File: src/rtl/core/mt3sc_pkg.sv
// ----------------------------------------------------------------------------
// mt3sc_pkg
// Types and constants shared by the masked top-3 score classifier and the
// interfaces that carry its score items and ranked results.
// ----------------------------------------------------------------------------
package mt3sc_pkg;

    localparam int SCORE_W    = 8;
    localparam int IDX_W      = 10;
    localparam int PCT_W      = 8;
    localparam int RANK_W     = 2;
    localparam int THR_W      = 7;
    localparam int SCALE_W    = 24;
    localparam int CFG_ADDR_W = 2;
    localparam int CFG_DATA_W = 24;

    // Q16 fraction width and the saturation limit of a percentage.
    localparam int PCT_FRAC_W = 16;
    localparam logic [PCT_W-1:0] PCT_MAX = 8'd255;

    // Configuration register indexes.
    localparam logic [CFG_ADDR_W-1:0] CFG_THRESHOLD = 2'd0;
    localparam logic [CFG_ADDR_W-1:0] CFG_REGION_ON = 2'd1;
    localparam logic [CFG_ADDR_W-1:0] CFG_ZERO_PT   = 2'd2;
    localparam logic [CFG_ADDR_W-1:0] CFG_SCALE     = 2'd3;

    // Reset values of the configuration registers.
    localparam logic [THR_W-1:0]          RST_THRESHOLD = 7'd50;
    localparam logic                      RST_REGION_ON = 1'b0;
    localparam logic signed [SCORE_W-1:0] RST_ZERO_PT   = 8'sd0;
    localparam logic [SCALE_W-1:0]        RST_SCALE     = 24'd256;

    typedef enum logic [1:0] {
        VERDICT_SPECIES = 2'd0,
        VERDICT_NO_BIRD = 2'd1,
        VERDICT_UNKNOWN = 2'd2
    } t_verdict;

    typedef struct packed {
        logic signed [SCORE_W-1:0] score;
        logic                      in_region;
        logic                      is_background;
        logic                      last_class;
    } t_in_item;

    typedef struct packed {
        logic [RANK_W-1:0] rank;
        logic              valid_res;
        logic [IDX_W-1:0]  class_index;
        logic [PCT_W-1:0]  percent;
        t_verdict          verdict;
        logic              final_result;
    } t_out_item;

endpackage

File: src/rtl/core/mt3sc_in_if.sv
// ----------------------------------------------------------------------------
// mt3sc_in_if
// Valid/ready channel that carries one class score item per transfer.
// ----------------------------------------------------------------------------
interface mt3sc_in_if;
    import mt3sc_pkg::*;

    logic     valid;
    logic     ready;
    t_in_item payload;

    modport source (output valid, output payload, input ready);
    modport sink (input valid, input payload, output ready);
endinterface

File: src/rtl/core/mt3sc_out_if.sv
// ----------------------------------------------------------------------------
// mt3sc_out_if
// Valid/ready channel that carries one ranked result per transfer.
// ----------------------------------------------------------------------------
interface mt3sc_out_if;
    import mt3sc_pkg::*;

    logic      valid;
    logic      ready;
    t_out_item payload;

    modport source (output valid, output payload, input ready);
    modport sink (input valid, input payload, output ready);
endinterface

File: src/rtl/core/masked_top3_score_classifier.sv
// ----------------------------------------------------------------------------
// masked_top3_score_classifier
// Streaming top-K selection over int8 class scores with region masking,
// Q16 dequantization to percent and a frame verdict.
// ----------------------------------------------------------------------------
// Throughput: one score item per cycle; the top-K table compares all entries
//   in parallel. A last item waits only while the previous frame's results
//   (TOP_COUNT of them) are still draining from the result bank.
// Output: the last item's transfer loads the result bank; rank 0 is then registered
//   into the output register, then one result per cycle as the sink takes them.
// Reset: configuration returns to its defaults, the table and bank are empty.
module masked_top3_score_classifier #(
    parameter int MAX_CLASSES = 1024,
    parameter int TOP_COUNT   = 3
) (
    input  logic                            i_clk,
    input  logic                            i_rst_n,
    input  logic                            i_cfg_we,
    input  logic [mt3sc_pkg::CFG_ADDR_W-1:0] i_cfg_addr,
    input  logic [mt3sc_pkg::CFG_DATA_W-1:0] i_cfg_wdata,
    mt3sc_in_if.sink                        i_item,
    mt3sc_out_if.source                     o_result
);
    import mt3sc_pkg::*;

    localparam int CNT_W = (MAX_CLASSES > 1) ? $clog2(MAX_CLASSES) : 1;
    localparam int PTR_W = (TOP_COUNT > 1) ? $clog2(TOP_COUNT) : 1;

    // Configuration registers.
    logic [THR_W-1:0]          r_threshold;
    logic                      r_region_on;
    logic signed [SCORE_W-1:0] r_zero_pt;
    logic [SCALE_W-1:0]        r_scale;

    // Working top-K table, sorted best first; filled entries form a prefix.
    logic signed [SCORE_W-1:0] r_score [TOP_COUNT];
    logic [IDX_W-1:0]          r_index [TOP_COUNT];
    logic [TOP_COUNT-1:0]      r_bg;
    logic [TOP_COUNT-1:0]      r_filled;
    logic [CNT_W-1:0]          r_cnt;

    logic signed [SCORE_W-1:0] n_score [TOP_COUNT];
    logic [IDX_W-1:0]          n_index [TOP_COUNT];
    logic [TOP_COUNT-1:0]      n_bg;
    logic [TOP_COUNT-1:0]      n_filled;
    logic [CNT_W-1:0]          n_cnt;

    // Result bank, loaded from the table at the end of a frame.
    logic signed [SCORE_W-1:0] r_bk_score [TOP_COUNT];
    logic [IDX_W-1:0]          r_bk_index [TOP_COUNT];
    logic [TOP_COUNT-1:0]      r_bk_bg;
    logic [TOP_COUNT-1:0]      r_bk_filled;
    logic                      r_bank_busy;
    logic [PTR_W-1:0]          r_ptr;
    t_verdict                  r_verdict;

    logic      r_out_valid;
    t_out_item r_out;

    logic                 in_fire;
    logic                 take;
    logic                 drain_fire;
    logic                 drain_last;
    logic [TOP_COUNT-1:0] cond;
    logic [CNT_W+IDX_W-1:0] cnt_ext;
    logic [IDX_W-1:0]     cur_index;
    logic [PTR_W+RANK_W-1:0] ptr_ext;
    logic [PCT_W-1:0]     cur_pct;
    t_verdict             cur_verdict;

    // Rounded, saturated (score - zero point) * scale in Q16.
    function automatic logic [PCT_W-1:0] f_percent(
        input logic signed [SCORE_W-1:0] s,
        input logic signed [SCORE_W-1:0] zp,
        input logic [SCALE_W-1:0]        sc
    );
        logic signed [SCORE_W:0]          d;
        logic signed [SCORE_W+SCALE_W+1:0] p;
        logic [SCORE_W+SCALE_W+1:0]        q;
        d = $signed({s[SCORE_W-1], s}) - $signed({zp[SCORE_W-1], zp});
        p = $signed({{(SCALE_W+1){d[SCORE_W]}}, d}) * $signed({{(SCORE_W+2){1'b0}}, sc});
        q = $unsigned(p) + (SCORE_W+SCALE_W+2)'(1 << (PCT_FRAC_W - 1));
        if (p[SCORE_W+SCALE_W+1]) begin
            f_percent = '0;
        end else if (q[SCORE_W+SCALE_W+1:PCT_FRAC_W] > (SCORE_W+SCALE_W+2-PCT_FRAC_W)'(PCT_MAX)) begin
            f_percent = PCT_MAX;
        end else begin
            f_percent = q[PCT_FRAC_W+PCT_W-1:PCT_FRAC_W];
        end
    endfunction

    // A last item may only enter while the bank is free to receive the table.
    assign i_item.ready = !(r_bank_busy && i_item.payload.last_class);
    assign in_fire      = i_item.valid && i_item.ready;
    assign take         = in_fire && !(r_region_on && !i_item.payload.in_region);

    assign cnt_ext   = {{IDX_W{1'b0}}, r_cnt};
    assign cur_index = cnt_ext[IDX_W-1:0];

    always_comb begin
        for (int k = 0; k < TOP_COUNT; k++) begin
            cond[k] = !r_filled[k] || (i_item.payload.score > r_score[k]);
        end
    end

    // Insertion: entries at and below the first winning slot shift down by one.
    always_comb begin
        for (int k = 0; k < TOP_COUNT; k++) begin
            n_score[k]  = r_score[k];
            n_index[k]  = r_index[k];
            n_bg[k]     = r_bg[k];
            n_filled[k] = r_filled[k];
            if (take && cond[k]) begin
                if (k > 0 && cond[(k > 0) ? k - 1 : 0]) begin
                    n_score[k]  = r_score[(k > 0) ? k - 1 : 0];
                    n_index[k]  = r_index[(k > 0) ? k - 1 : 0];
                    n_bg[k]     = r_bg[(k > 0) ? k - 1 : 0];
                    n_filled[k] = r_filled[(k > 0) ? k - 1 : 0];
                end else begin
                    n_score[k]  = i_item.payload.score;
                    n_index[k]  = cur_index;
                    n_bg[k]     = i_item.payload.is_background;
                    n_filled[k] = 1'b1;
                end
            end
        end
        if (r_cnt == CNT_W'(MAX_CLASSES - 1)) begin
            n_cnt = '0;
        end else begin
            n_cnt = r_cnt + 1'b1;
        end
    end

    always_ff @(posedge i_clk) begin
        if (!i_rst_n) begin
            r_threshold <= RST_THRESHOLD;
            r_region_on <= RST_REGION_ON;
            r_zero_pt   <= RST_ZERO_PT;
            r_scale     <= RST_SCALE;
        end else if (i_cfg_we) begin
            case (i_cfg_addr)
                CFG_THRESHOLD: r_threshold <= i_cfg_wdata[THR_W-1:0];
                CFG_REGION_ON: r_region_on <= i_cfg_wdata[0];
                CFG_ZERO_PT:   r_zero_pt   <= $signed(i_cfg_wdata[SCORE_W-1:0]);
                CFG_SCALE:     r_scale     <= i_cfg_wdata[SCALE_W-1:0];
                default:       r_scale     <= r_scale;
            endcase
        end
    end

    always_ff @(posedge i_clk) begin
        if (!i_rst_n) begin
            r_filled <= '0;
            r_cnt    <= '0;
        end else if (in_fire) begin
            if (i_item.payload.last_class) begin
                r_filled <= '0;
                r_cnt    <= '0;
            end else begin
                r_filled <= n_filled;
                r_cnt    <= n_cnt;
            end
        end
    end

    always_ff @(posedge i_clk) begin
        if (in_fire) begin
            r_score <= n_score;
            r_index <= n_index;
            r_bg    <= n_bg;
        end
        if (in_fire && i_item.payload.last_class) begin
            r_bk_score  <= n_score;
            r_bk_index  <= n_index;
            r_bk_bg     <= n_bg;
        end
    end

    // Drain the bank one rank per cycle into the output register while that register is free or being taken.
    assign drain_fire = r_bank_busy && (!r_out_valid || o_result.ready);
    assign drain_last = (r_ptr == PTR_W'(TOP_COUNT - 1));
    assign ptr_ext    = {{RANK_W{1'b0}}, r_ptr};
    assign cur_pct    = f_percent(r_bk_score[r_ptr], r_zero_pt, r_scale);

    always_comb begin
        cur_verdict = VERDICT_UNKNOWN;
        if (r_bk_filled[0] && cur_pct >= {1'b0, r_threshold}) begin
            cur_verdict = r_bk_bg[0] ? VERDICT_NO_BIRD : VERDICT_SPECIES;
        end
    end

    always_ff @(posedge i_clk) begin
        if (!i_rst_n) begin
            r_bank_busy <= 1'b0;
            r_bk_filled <= '0;
            r_ptr       <= '0;
            r_verdict   <= VERDICT_UNKNOWN;
            r_out_valid <= 1'b0;
        end else begin
            if (in_fire && i_item.payload.last_class) begin
                r_bank_busy <= 1'b1;
                r_bk_filled <= n_filled;
                r_ptr       <= '0;
            end else if (drain_fire) begin
                if (drain_last) begin
                    r_bank_busy <= 1'b0;
                    r_ptr       <= '0;
                end else begin
                    r_ptr <= r_ptr + 1'b1;
                end
                if (r_ptr == '0) begin
                    r_verdict <= cur_verdict;
                end
            end
            if (drain_fire) begin
                r_out_valid <= 1'b1;
            end else if (o_result.ready) begin
                r_out_valid <= 1'b0;
            end
        end
    end

    // Verdict is formed from rank 0 and reused for the rest of the frame.
    always_ff @(posedge i_clk) begin
        if (drain_fire) begin
            r_out.rank         <= ptr_ext[RANK_W-1:0];
            r_out.valid_res    <= r_bk_filled[r_ptr];
            r_out.class_index  <= r_bk_filled[r_ptr] ? r_bk_index[r_ptr] : '0;
            r_out.percent      <= r_bk_filled[r_ptr] ? cur_pct : '0;
            r_out.verdict      <= (r_ptr == '0) ? cur_verdict : r_verdict;
            r_out.final_result <= drain_last;
        end
    end

    assign o_result.valid   = r_out_valid;
    assign o_result.payload = r_out;

    // Filled entries always form a prefix of the table.
    logic [TOP_COUNT:0] filled_ext;
    assign filled_ext = {1'b0, r_filled};

    a_filled_prefix: assert property (@(posedge i_clk) disable iff (!i_rst_n)
        ((filled_ext + 1'b1) & filled_ext) == '0)
        else $error("top-K table has a gap in its filled entries");

    a_last_needs_bank: assert property (@(posedge i_clk) disable iff (!i_rst_n)
        (in_fire && i_item.payload.last_class) |-> !r_bank_busy)
        else $error("frame end transferred while result bank still draining");

    a_drain_done: assert property (@(posedge i_clk) disable iff (!i_rst_n)
        (drain_fire && drain_last && !(in_fire && i_item.payload.last_class))
            |=> (!r_bank_busy && r_out_valid && r_out.final_result))
        else $error("bank drain did not finish with the final result");

    a_empty_rank: assert property (@(posedge i_clk) disable iff (!i_rst_n)
        (r_out_valid && !r_out.valid_res) |-> (r_out.percent == '0 && r_out.class_index == '0))
        else $error("empty rank carries a class or a percentage");

    a_empty_unknown: assert property (@(posedge i_clk) disable iff (!i_rst_n)
        (drain_fire && r_ptr == '0 && !r_bk_filled[0]) |=> (r_out.verdict == VERDICT_UNKNOWN))
        else $error("frame without candidates gave a definite verdict");

endmodule

File: src/flat_wrapper.sv
// flat-port wrapper written by rule: the top's interface ports become plain ports
module masked_top3_score_classifier_flat import mt3sc_pkg::*;
#(
    parameter int MAX_CLASSES = 1024,
    parameter int TOP_COUNT   = 3
)
  (i_clk, i_rst_n, i_cfg_we, i_cfg_addr, i_cfg_wdata, i_item_valid, i_item_payload, i_item_ready, o_result_valid, o_result_payload, o_result_ready);
  mt3sc_in_if i_item_i ();
  mt3sc_out_if o_result_i ();
  input  logic i_clk;
  input  logic i_rst_n;
  input  logic i_cfg_we;
  input  logic [mt3sc_pkg::CFG_ADDR_W-1:0] i_cfg_addr;
  input  logic [mt3sc_pkg::CFG_DATA_W-1:0] i_cfg_wdata;
  input wire logic [$bits(i_item_i.valid)-1:0] i_item_valid;
  input wire logic [$bits(i_item_i.payload)-1:0] i_item_payload;
  output wire logic [$bits(i_item_i.ready)-1:0] i_item_ready;
  output wire logic [$bits(o_result_i.valid)-1:0] o_result_valid;
  output wire logic [$bits(o_result_i.payload)-1:0] o_result_payload;
  input wire logic [$bits(o_result_i.ready)-1:0] o_result_ready;
  assign i_item_i.valid = i_item_valid;
  assign i_item_i.payload = i_item_payload;
  assign i_item_ready = i_item_i.ready;
  assign o_result_valid = o_result_i.valid;
  assign o_result_payload = o_result_i.payload;
  assign o_result_i.ready = o_result_ready;
  masked_top3_score_classifier #(.MAX_CLASSES(MAX_CLASSES), .TOP_COUNT(TOP_COUNT)) u_core (.i_clk(i_clk), .i_rst_n(i_rst_n), .i_cfg_we(i_cfg_we), .i_cfg_addr(i_cfg_addr), .i_cfg_wdata(i_cfg_wdata), .i_item(i_item_i), .o_result(o_result_i));
endmodule
File: config.mk
export PLATFORM = sky130hd
export DESIGN_NAME = masked_top3_score_classifier_flat
export DESIGN_NICKNAME = d
export VERILOG_FILES = /design/src/rtl/core/mt3sc_pkg.sv /design/src/rtl/core/mt3sc_in_if.sv /design/src/rtl/core/mt3sc_out_if.sv /design/src/rtl/core/masked_top3_score_classifier.sv /design/src/flat_wrapper.sv
export SDC_FILE = /design/constraint.sdc
export NUM_CORES = 1
export LEC_CHECK = 0
export BUFFER_PORTS_ARGS = -buffer_cell sky130_fd_sc_hd__buf_2
export CORE_MARGIN = 2
export CORE_UTILIZATION = 48
export DETAILED_ROUTE_END_ITERATION = 10
export PLACE_DENSITY = 0.67
export SLEW_MARGIN = 20
export SYNTH_ARGS = -nofsm -noshare
export SYNTH_HDL_FRONTEND = slang
export SYNTH_SLANG_ARGS = --single-unit
File: constraint.sdc
create_clock -name i_clk -period 12.21 [get_ports i_clk]
set_input_delay 2.442 -clock i_clk [delete_from_list [all_inputs] [get_ports i_clk]]
set_output_delay 2.442 -clock i_clk [all_outputs]
set_load 0.05 [all_outputs]
After elaboration in Yosys (flattened, before gate mapping)
Index checks and enable logic that the tools add are counted.

Flip-flop bits (word level): 198. Word-level logic and storage cells: 126.

$add $sub $neg: 4. Multiply operators: 1. Magnitude comparators: 7. Equality and inequality tests: 5. Mux-type cells: 42. Bitwise operators: 3. Reduce and logical (&&, ||, !) cells: 33.

Operators with widths (number): two-way mux 10 bit (9); two-way mux 8 bit (9); adder 34 x 16 -> 34 bit, second input constant (1); multiplier 9 x 25 -> 34 bit (1); greater-than comparator 8 bit (3); binary-select mux 10 bit (select 2 bit) (1); greater-than comparator 18 x 8 -> 1 bit, second input constant (1); two-way mux 1 bit (17); binary-select mux 8 bit (select 2 bit) (1); AND reduction 2 bit (6); adder 10 x 1 -> 10 bit, second input constant (1); == test 10 bit, second input constant (1); logical AND 1 bit (10); subtractor 8 x 8 -> 9 bit (1); >= comparator 8 x 7 -> 1 bit (1); logical NOT 1 bit (7); == test 2 bit, second input constant (3); two-way mux 2 bit (3); nonzero test 2 bit (3); logical NOT 2 bit (2); logical OR 1 bit (4); >= comparator 3 bit, second input constant (1); < comparator 2 x 3 -> 1 bit, second input constant (1); two-way mux 3 bit (1); other kinds (6) (7).

Longest topological paths before layout
Depth after elaboration: 14. Mapped depth: 52.

Worst setup path before layout
Ideal clock, no wire load.

Kind: register to register. Start point: register u_core.r_ptr[1]. End point: register u_core.r_out, in the netlist u_core.o_result.payload[2] (data pin). Library setup time: 262 ps. Data arrival time: 10615 ps. Data required time: 11948 ps. Slack: 1333 ps. Cell stages (with the launch flop): 50. Cells stage by stage: dfxtp_1 clkbuf_1 clkbuf_1 mux2i_1 nor2_1 a21oi_1 ha_1 fa_1 nor2_1 a211oi_1 nor2b_1 o21ai_0 nand2_1 a2111oi_0 a21oi_1 or2_2 fa_1 fa_1 [14 not listed] and3_1 o2111ai_1 a211o_1 nor2_4 buf_4 a21oi_1 ha_1 a21o_1 a21o_1 a21o_1 a21oi_1 nor2b_1 o21ai_0 nand2b_1 inv_1 a21boi_0 o31ai_4 mux2_1.

Word-level cells in the longest chain between the ends: 14.

Ends and longest elaborated chain: start: declaration (RTL line masked_top3_score_classifier.sv:54) `logic [PTR_W-1:0] r_ptr;`; start signal: assignment (RTL line masked_top3_score_classifier.sv:209) `r_ptr <= r_ptr + 1'b1;`; inverter 2 -> 3 bit (not written as such) (*) (RTL line masked_top3_score_classifier.sv:183) `assign cur_pct = f_percent(r_bk_score[r_ptr], r_zero_pt, r_scale);`; binary-select mux 8 bit (select 2 bit) (*) (RTL line masked_top3_score_classifier.sv:183); two-way mux 8 bit (not written as such) (*) (2 in series) (RTL line masked_top3_score_classifier.sv:183); subtractor 8 x 8 -> 9 bit (*) (RTL line masked_top3_score_classifier.sv:80) `d = $signed({s[SCORE_W-1], s}) - $signed({zp[SCORE_W-1], zp});`; multiplier 9 x 25 -> 34 bit (*) (RTL line masked_top3_score_classifier.sv:81) `p = $signed({{(SCALE_W+1){d[SCORE_W]}}, d}) * $signed({{(SCORE_W+2){1'b0}}, sc});`; adder 34 x 16 -> 34 bit (RTL line masked_top3_score_classifier.sv:82) `q = $unsigned(p) + (SCORE_W+SCALE_W+2)'(1 << (PCT_FRAC_W - 1));`; greater-than comparator 18 x 8 -> 1 bit (RTL line masked_top3_score_classifier.sv:85) `end else if (q[SCORE_W+SCALE_W+1:PCT_FRAC_W] > (SCORE_W+SCALE_W+2-PCT_FRAC_W)'(PCT_MAX)) begin`; two-way mux 8 bit (RTL line masked_top3_score_classifier.sv:85); two-way mux 8 bit (*) (RTL line masked_top3_score_classifier.sv:83) `if (p[SCORE_W+SCALE_W+1]) begin`; named net u_core.cur_pct[1] (RTL line masked_top3_score_classifier.sv:68) `logic [PCT_W-1:0] cur_pct;`; >= comparator 8 x 7 -> 1 bit (*) (RTL line masked_top3_score_classifier.sv:187) `if (r_bk_filled[0] && cur_pct >= {1'b0, r_threshold}) begin`; logical AND 1 bit (*) (RTL line masked_top3_score_classifier.sv:187); two-way mux 2 bit (*) (RTL line masked_top3_score_classifier.sv:187); two-way mux 2 bit (*) (RTL line masked_top3_score_classifier.sv:230) `r_out.verdict <= (r_ptr == '0) ? cur_verdict : r_verdict;`; end: declaration (RTL line masked_top3_score_classifier.sv:58) `t_out_item r_out;`.

Mark *: on every way through the listed nets, which the timed path passes. The rest lies on a longest branch. The select of a mux whose other input is x is not followed. A chain may end at the register's enable or synchronous reset.

Final worst setup path
Start point: register u_core.r_ptr[1]. End point: register u_core.r_out, in the netlist u_core.o_result.payload[1] (data pin).

Word-level cells in the longest chain between the ends: 14.

Ends and longest elaborated chain (RTL line): inverter 2 -> 3 bit (not written as such) (masked_top3_score_classifier.sv:183); binary-select mux 8 bit (select 2 bit) (masked_top3_score_classifier.sv:183); two-way mux 8 bit (not written as such) (2 in series) (masked_top3_score_classifier.sv:183); subtractor 8 x 8 -> 9 bit (masked_top3_score_classifier.sv:80); multiplier 9 x 25 -> 34 bit (masked_top3_score_classifier.sv:81); adder 34 x 16 -> 34 bit (masked_top3_score_classifier.sv:82); greater-than comparator 18 x 8 -> 1 bit (masked_top3_score_classifier.sv:85); two-way mux 8 bit (masked_top3_score_classifier.sv:85); two-way mux 8 bit (masked_top3_score_classifier.sv:83); >= comparator 8 x 7 -> 1 bit (masked_top3_score_classifier.sv:187); logical AND 1 bit (masked_top3_score_classifier.sv:187); two-way mux 2 bit (masked_top3_score_classifier.sv:187); two-way mux 2 bit (*) (masked_top3_score_classifier.sv:230).

Mark *: on every way between the ends. The rest lies on a longest branch, timed or not. The select of a mux whose other input is x is not followed.

==> impl_results.md <==
* Outcome: complete, no violations
* Worst reg2reg path startpoint: u_core.r_ptr[1]
* First-pass DRT Iterations at 5
* Wirelength per Cell at 17.7 um
* Number of cells produced by synthesis at 1688
* Async SR Flop Fraction at 0
* Clock root buffer: sky130_fd_sc_hd__clkbuf_16
* Ys Warns at 0
* Share of final-layout standard cells stronger than drive strength 1 at 0.0959
* Core Footprint at 34300 um^2
* Number of max-cap violations at 0
* DRT iter0 DRCs at 605
* Share of total power in the clock network at 0.223
* Minimum clock period at 11.44 ns
* Critical Path Source: u_core.r_ptr[1]
* Number of cell instances on the worst register-to-register path at 48
* Ratio of final minimum period to clock period at 0.937
* Sum Neg Setup Slack at 0 ns
* Aggregate routed wire length at 38.8 mm
* Start-to-end type of the worst setup path: flop to flop
* Vias after detailed routing at 11900
* Number of design rule violations left after detail routing at 0
* RD Place Congestion at 0.894
* Vertical extent of the die at 190 um
* Initial core utilization at 0.484
* Post-synth cell types at 69
* Most frequent cells in the layout: 204 x sky130_fd_sc_hd__nand2_1, 171 x sky130_fd_sc_hd__inv_1, 155 x sky130_fd_sc_hd__fa_1, 134 x sky130_fd_sc_hd__edfxtp_1, 122 x sky130_fd_sc_hd__ha_1
* Ratio of routed vias to standard cells at 5.44
* Setup repair after global routing missed its margin: no
* Post-Syn Area at 16600 um^2
* Internal cell power at 1.46 mW
* Minimum setup slack among reg-to-reg paths at 0.77 ns
* Mean cell area of the mapped netlist at 9.82 um^2
* Most common cell after layout, fill and taps aside: sky130_fd_sc_hd__nand2_1
* Net switching power at 0.996 mW
* Count of clock tree sinks at 196
* TritonCTS clock tree: built
* Required time of the critical path at 12.39 ns
* CP peak stage delay at 0.57 ns
* Number of buffers added on ports at 67
* Startpoint types: flop
* Clock tree buffer depth at 2
* Hold Crit Start: u_core.r_verdict[0]
* Overall fraction of global-route tracks in use at 0.224
* Crit path DAT at 11.62 ns
* Type of destination of the critical path: flop
* Area of the die at 36000 um^2
* Io pins at 68
* Number of nets at the end of the flow at 2047
* Post-route cell area at 18000 um^2
* Most common flop cell mapped by yosys: sky130_fd_sc_hd__edfxtp_1
* P_leak at 7.89 nW
* Die boundary width at 190 um
* Transition time of the tightest slew-check pin at 1.04 ns
* Pwr Total at 2.45 mW
* Remaining max-slew budget at the tightest pin at 0.305
* Synth Net Count at 2007
* Endpoint of the lowest-slack register-to-register path: u_core.o_result.payload[1]
* Pwr per Cell Area at 136 nW/um^2
* FILL cells at 3098
* H-tree levels at 4
* Achievable frequency at 87.4 MHz
* Class of the most critical hold timing path: flop to flop
* Most used cell along the critical path: sky130_fd_sc_hd__fa_1
* Total congestion overflow at 0
* Number of setup violations in the final report at 0
* Register area share after synthesis at 0.318
* Timing endpoint of the critical path: u_core.o_result.payload[1]
* Final antenna-violating net count at 0
* Peak supply drop at 91.4 uV
* Number of rows in the core area at 68
* Initial antenna violation count at 2
* Pin count of the biggest net entering global routing at 61
* Max-slew violations at 0
* Critical-path cell with the highest stage delay: sky130_fd_sc_hd__or4_4
* Area of placed instances at 17400 um^2
* FF+latch count, synth at 196
* Number of global-route vias before repair at 12500
* TritonCTS Buffers at 17
* Dpl hpwl at 30.1 mm
* Switch share at 0.406
* Number of enable flip-flop cells after synthesis at 134
* Crit path max fanout at 15
* Gate power share at 0.455
* Clock slew seen by the registers of the worst setup and hold paths at 0.08 ns
* Growth of design area from synthesis to finish at 8.75%
* Final Hold Fails at 0
* Worst setup skew after layout at 0.00744 ns
* Proportion of power drawn by flip-flops and latches at 0.322
* Cts hold-fix bufs at 0
* Worst-Skew Late Latency at 0.43 ns
* Wire length of the first global-routing pass at 63.8 mm
==> Yosys cell counts, types with 58 or more instances <==
cell type                  instances  area share
sky130_fd_sc_hd__nand2_1         204       0.046
sky130_fd_sc_hd__nor2_1          100       0.023
sky130_fd_sc_hd__mux2i_1          61       0.037
sky130_fd_sc_hd__fa_1            155        0.19
sky130_fd_sc_hd__dfxtp_1          62       0.075
sky130_fd_sc_hd__and2_1          100       0.038
sky130_fd_sc_hd__clkbuf_1         58       0.013
sky130_fd_sc_hd__o21ai_0          80       0.024
sky130_fd_sc_hd__ha_1            122       0.092
sky130_fd_sc_hd__a21oi_1          79       0.024
sky130_fd_sc_hd__inv_1           171       0.039
sky130_fd_sc_hd__edfxtp_1        134        0.24
==> logic make-up (layout without fill, tap and decap cells) <==
family,after synthesis,count (layout),synth area share
simple gates,577,577,0.174
compound gates,282,282,0.107
fa+ha+maj,278,278,0.280
buf+inv,244,297,0.0559
flops,196,196,0.318
mux,81,81,0.0504
xor+xnor,30,30,0.0158
other cells,0,1,0
==> power groups by stage <==
stage / registers (mW) / logic [mW] / clock network, mW
final: 0.790 / 1.12 / 0.548
after CTS: 0.790 / 1.12 / 0.560
after floorplan: 0.807 / 0.798 / 0
after detailed placement: 0.805 / 1.11 / 0
after global routing: 0.795 / 1.26 / 0.584
after global placement: 0.803 / 1.09 / 0
==> worst max-delay path: cells and delay by family, from the launching register on <==
kind | cells | cell delay, ns
flops | 1 | 0.36
xor+xnor | 1 | 0.13
buf+inv | 5 | 0.43
fa+ha+maj | 9 | 3.69
compound gates | 18 | 3.91
simple gates | 14 | 2.43
mux | 1 | 0.20
==> routing by layer <==
layer,vias to the layer above,GRT usage,part of all wire
met5,-,0,0.00041
met4,2,0.0725,0.020
met3,56,0.0291,0.035
met2,209,0.397,0.51
met1,5904,0.285,0.44
li1,5773,-,-
==> registers in the layout, summed over array words and instances, names as in the netlist <==
signal,cells
u_core.r_zero_pt,8
u_core.r_region_on,1
u_core.r_bk_score,24
u_core.r_bk_filled,3
u_core.r_threshold,7
u_core.r_index,30
u_core.r_ptr,2
u_core.r_bk_index,30
u_core.r_filled,3
u_core.cur_index,10
u_core.r_verdict,2
u_core.o_result.payload,24
u_core.r_score,24
u_core.r_bank_busy,1
u_core.o_result.valid,1
u_core.r_bg,1
u_core.r_bk_bg,1
u_core.r_scale,24
==> stage by stage <==
| step | hold WS [ns] | setup WS, ns | cells | utilization |
|---|---|---|---|---|
| after floorplan | 0.406 | 1.33 | 1688 | - |
| after global placement | 0.452 | 0.876 | 2162 | 0.508 |
| after detailed placement | 0.477 | 0.715 | 2162 | 0.508 |
| after CTS | 0.487 | 0.665 | 2194 | 0.525 |
| after global routing | 0.522 | 0.0672 | 2196 | 0.526 |
| final | 0.493 | 0.772 | 2197 | 0.526 |
==> area by class of cell <==
cell class                 count  area (um^2)  area share
antenna                        1         2.50    0.000139
clock buffer                  20          468      0.0260
clock inverter                12          116     0.00645
inverter                     172          646      0.0358
multi-input combinational   1248        10400       0.579
sequential                   196         5270       0.292
tap                          455          569      0.0316
timing repair buffer          93          531      0.0294
==> how the worst min path moves through the flow <==
stage	to	slack [ns]	cells past startpoint
6_report	u_core.r_verdict[0]	0.49	2
5_1_grt	u_core.r_verdict[0]	0.52	2
4_1_cts	u_core.r_verdict[0]	0.49	2
3_5_place_dp	u_core.r_verdict[0]	0.48	2
3_3_place_gp	u_core.r_verdict[0]	0.45	2
2_1_floorplan	u_core.o_result.payload[23]	0.41	0
==> repair_timing <==
item,CTS,global route
setup buffers,0,2
gates resized for setup,0,5
setup endpoints to repair,0,4
Note: power is estimated with default switching activity, not from simulation.
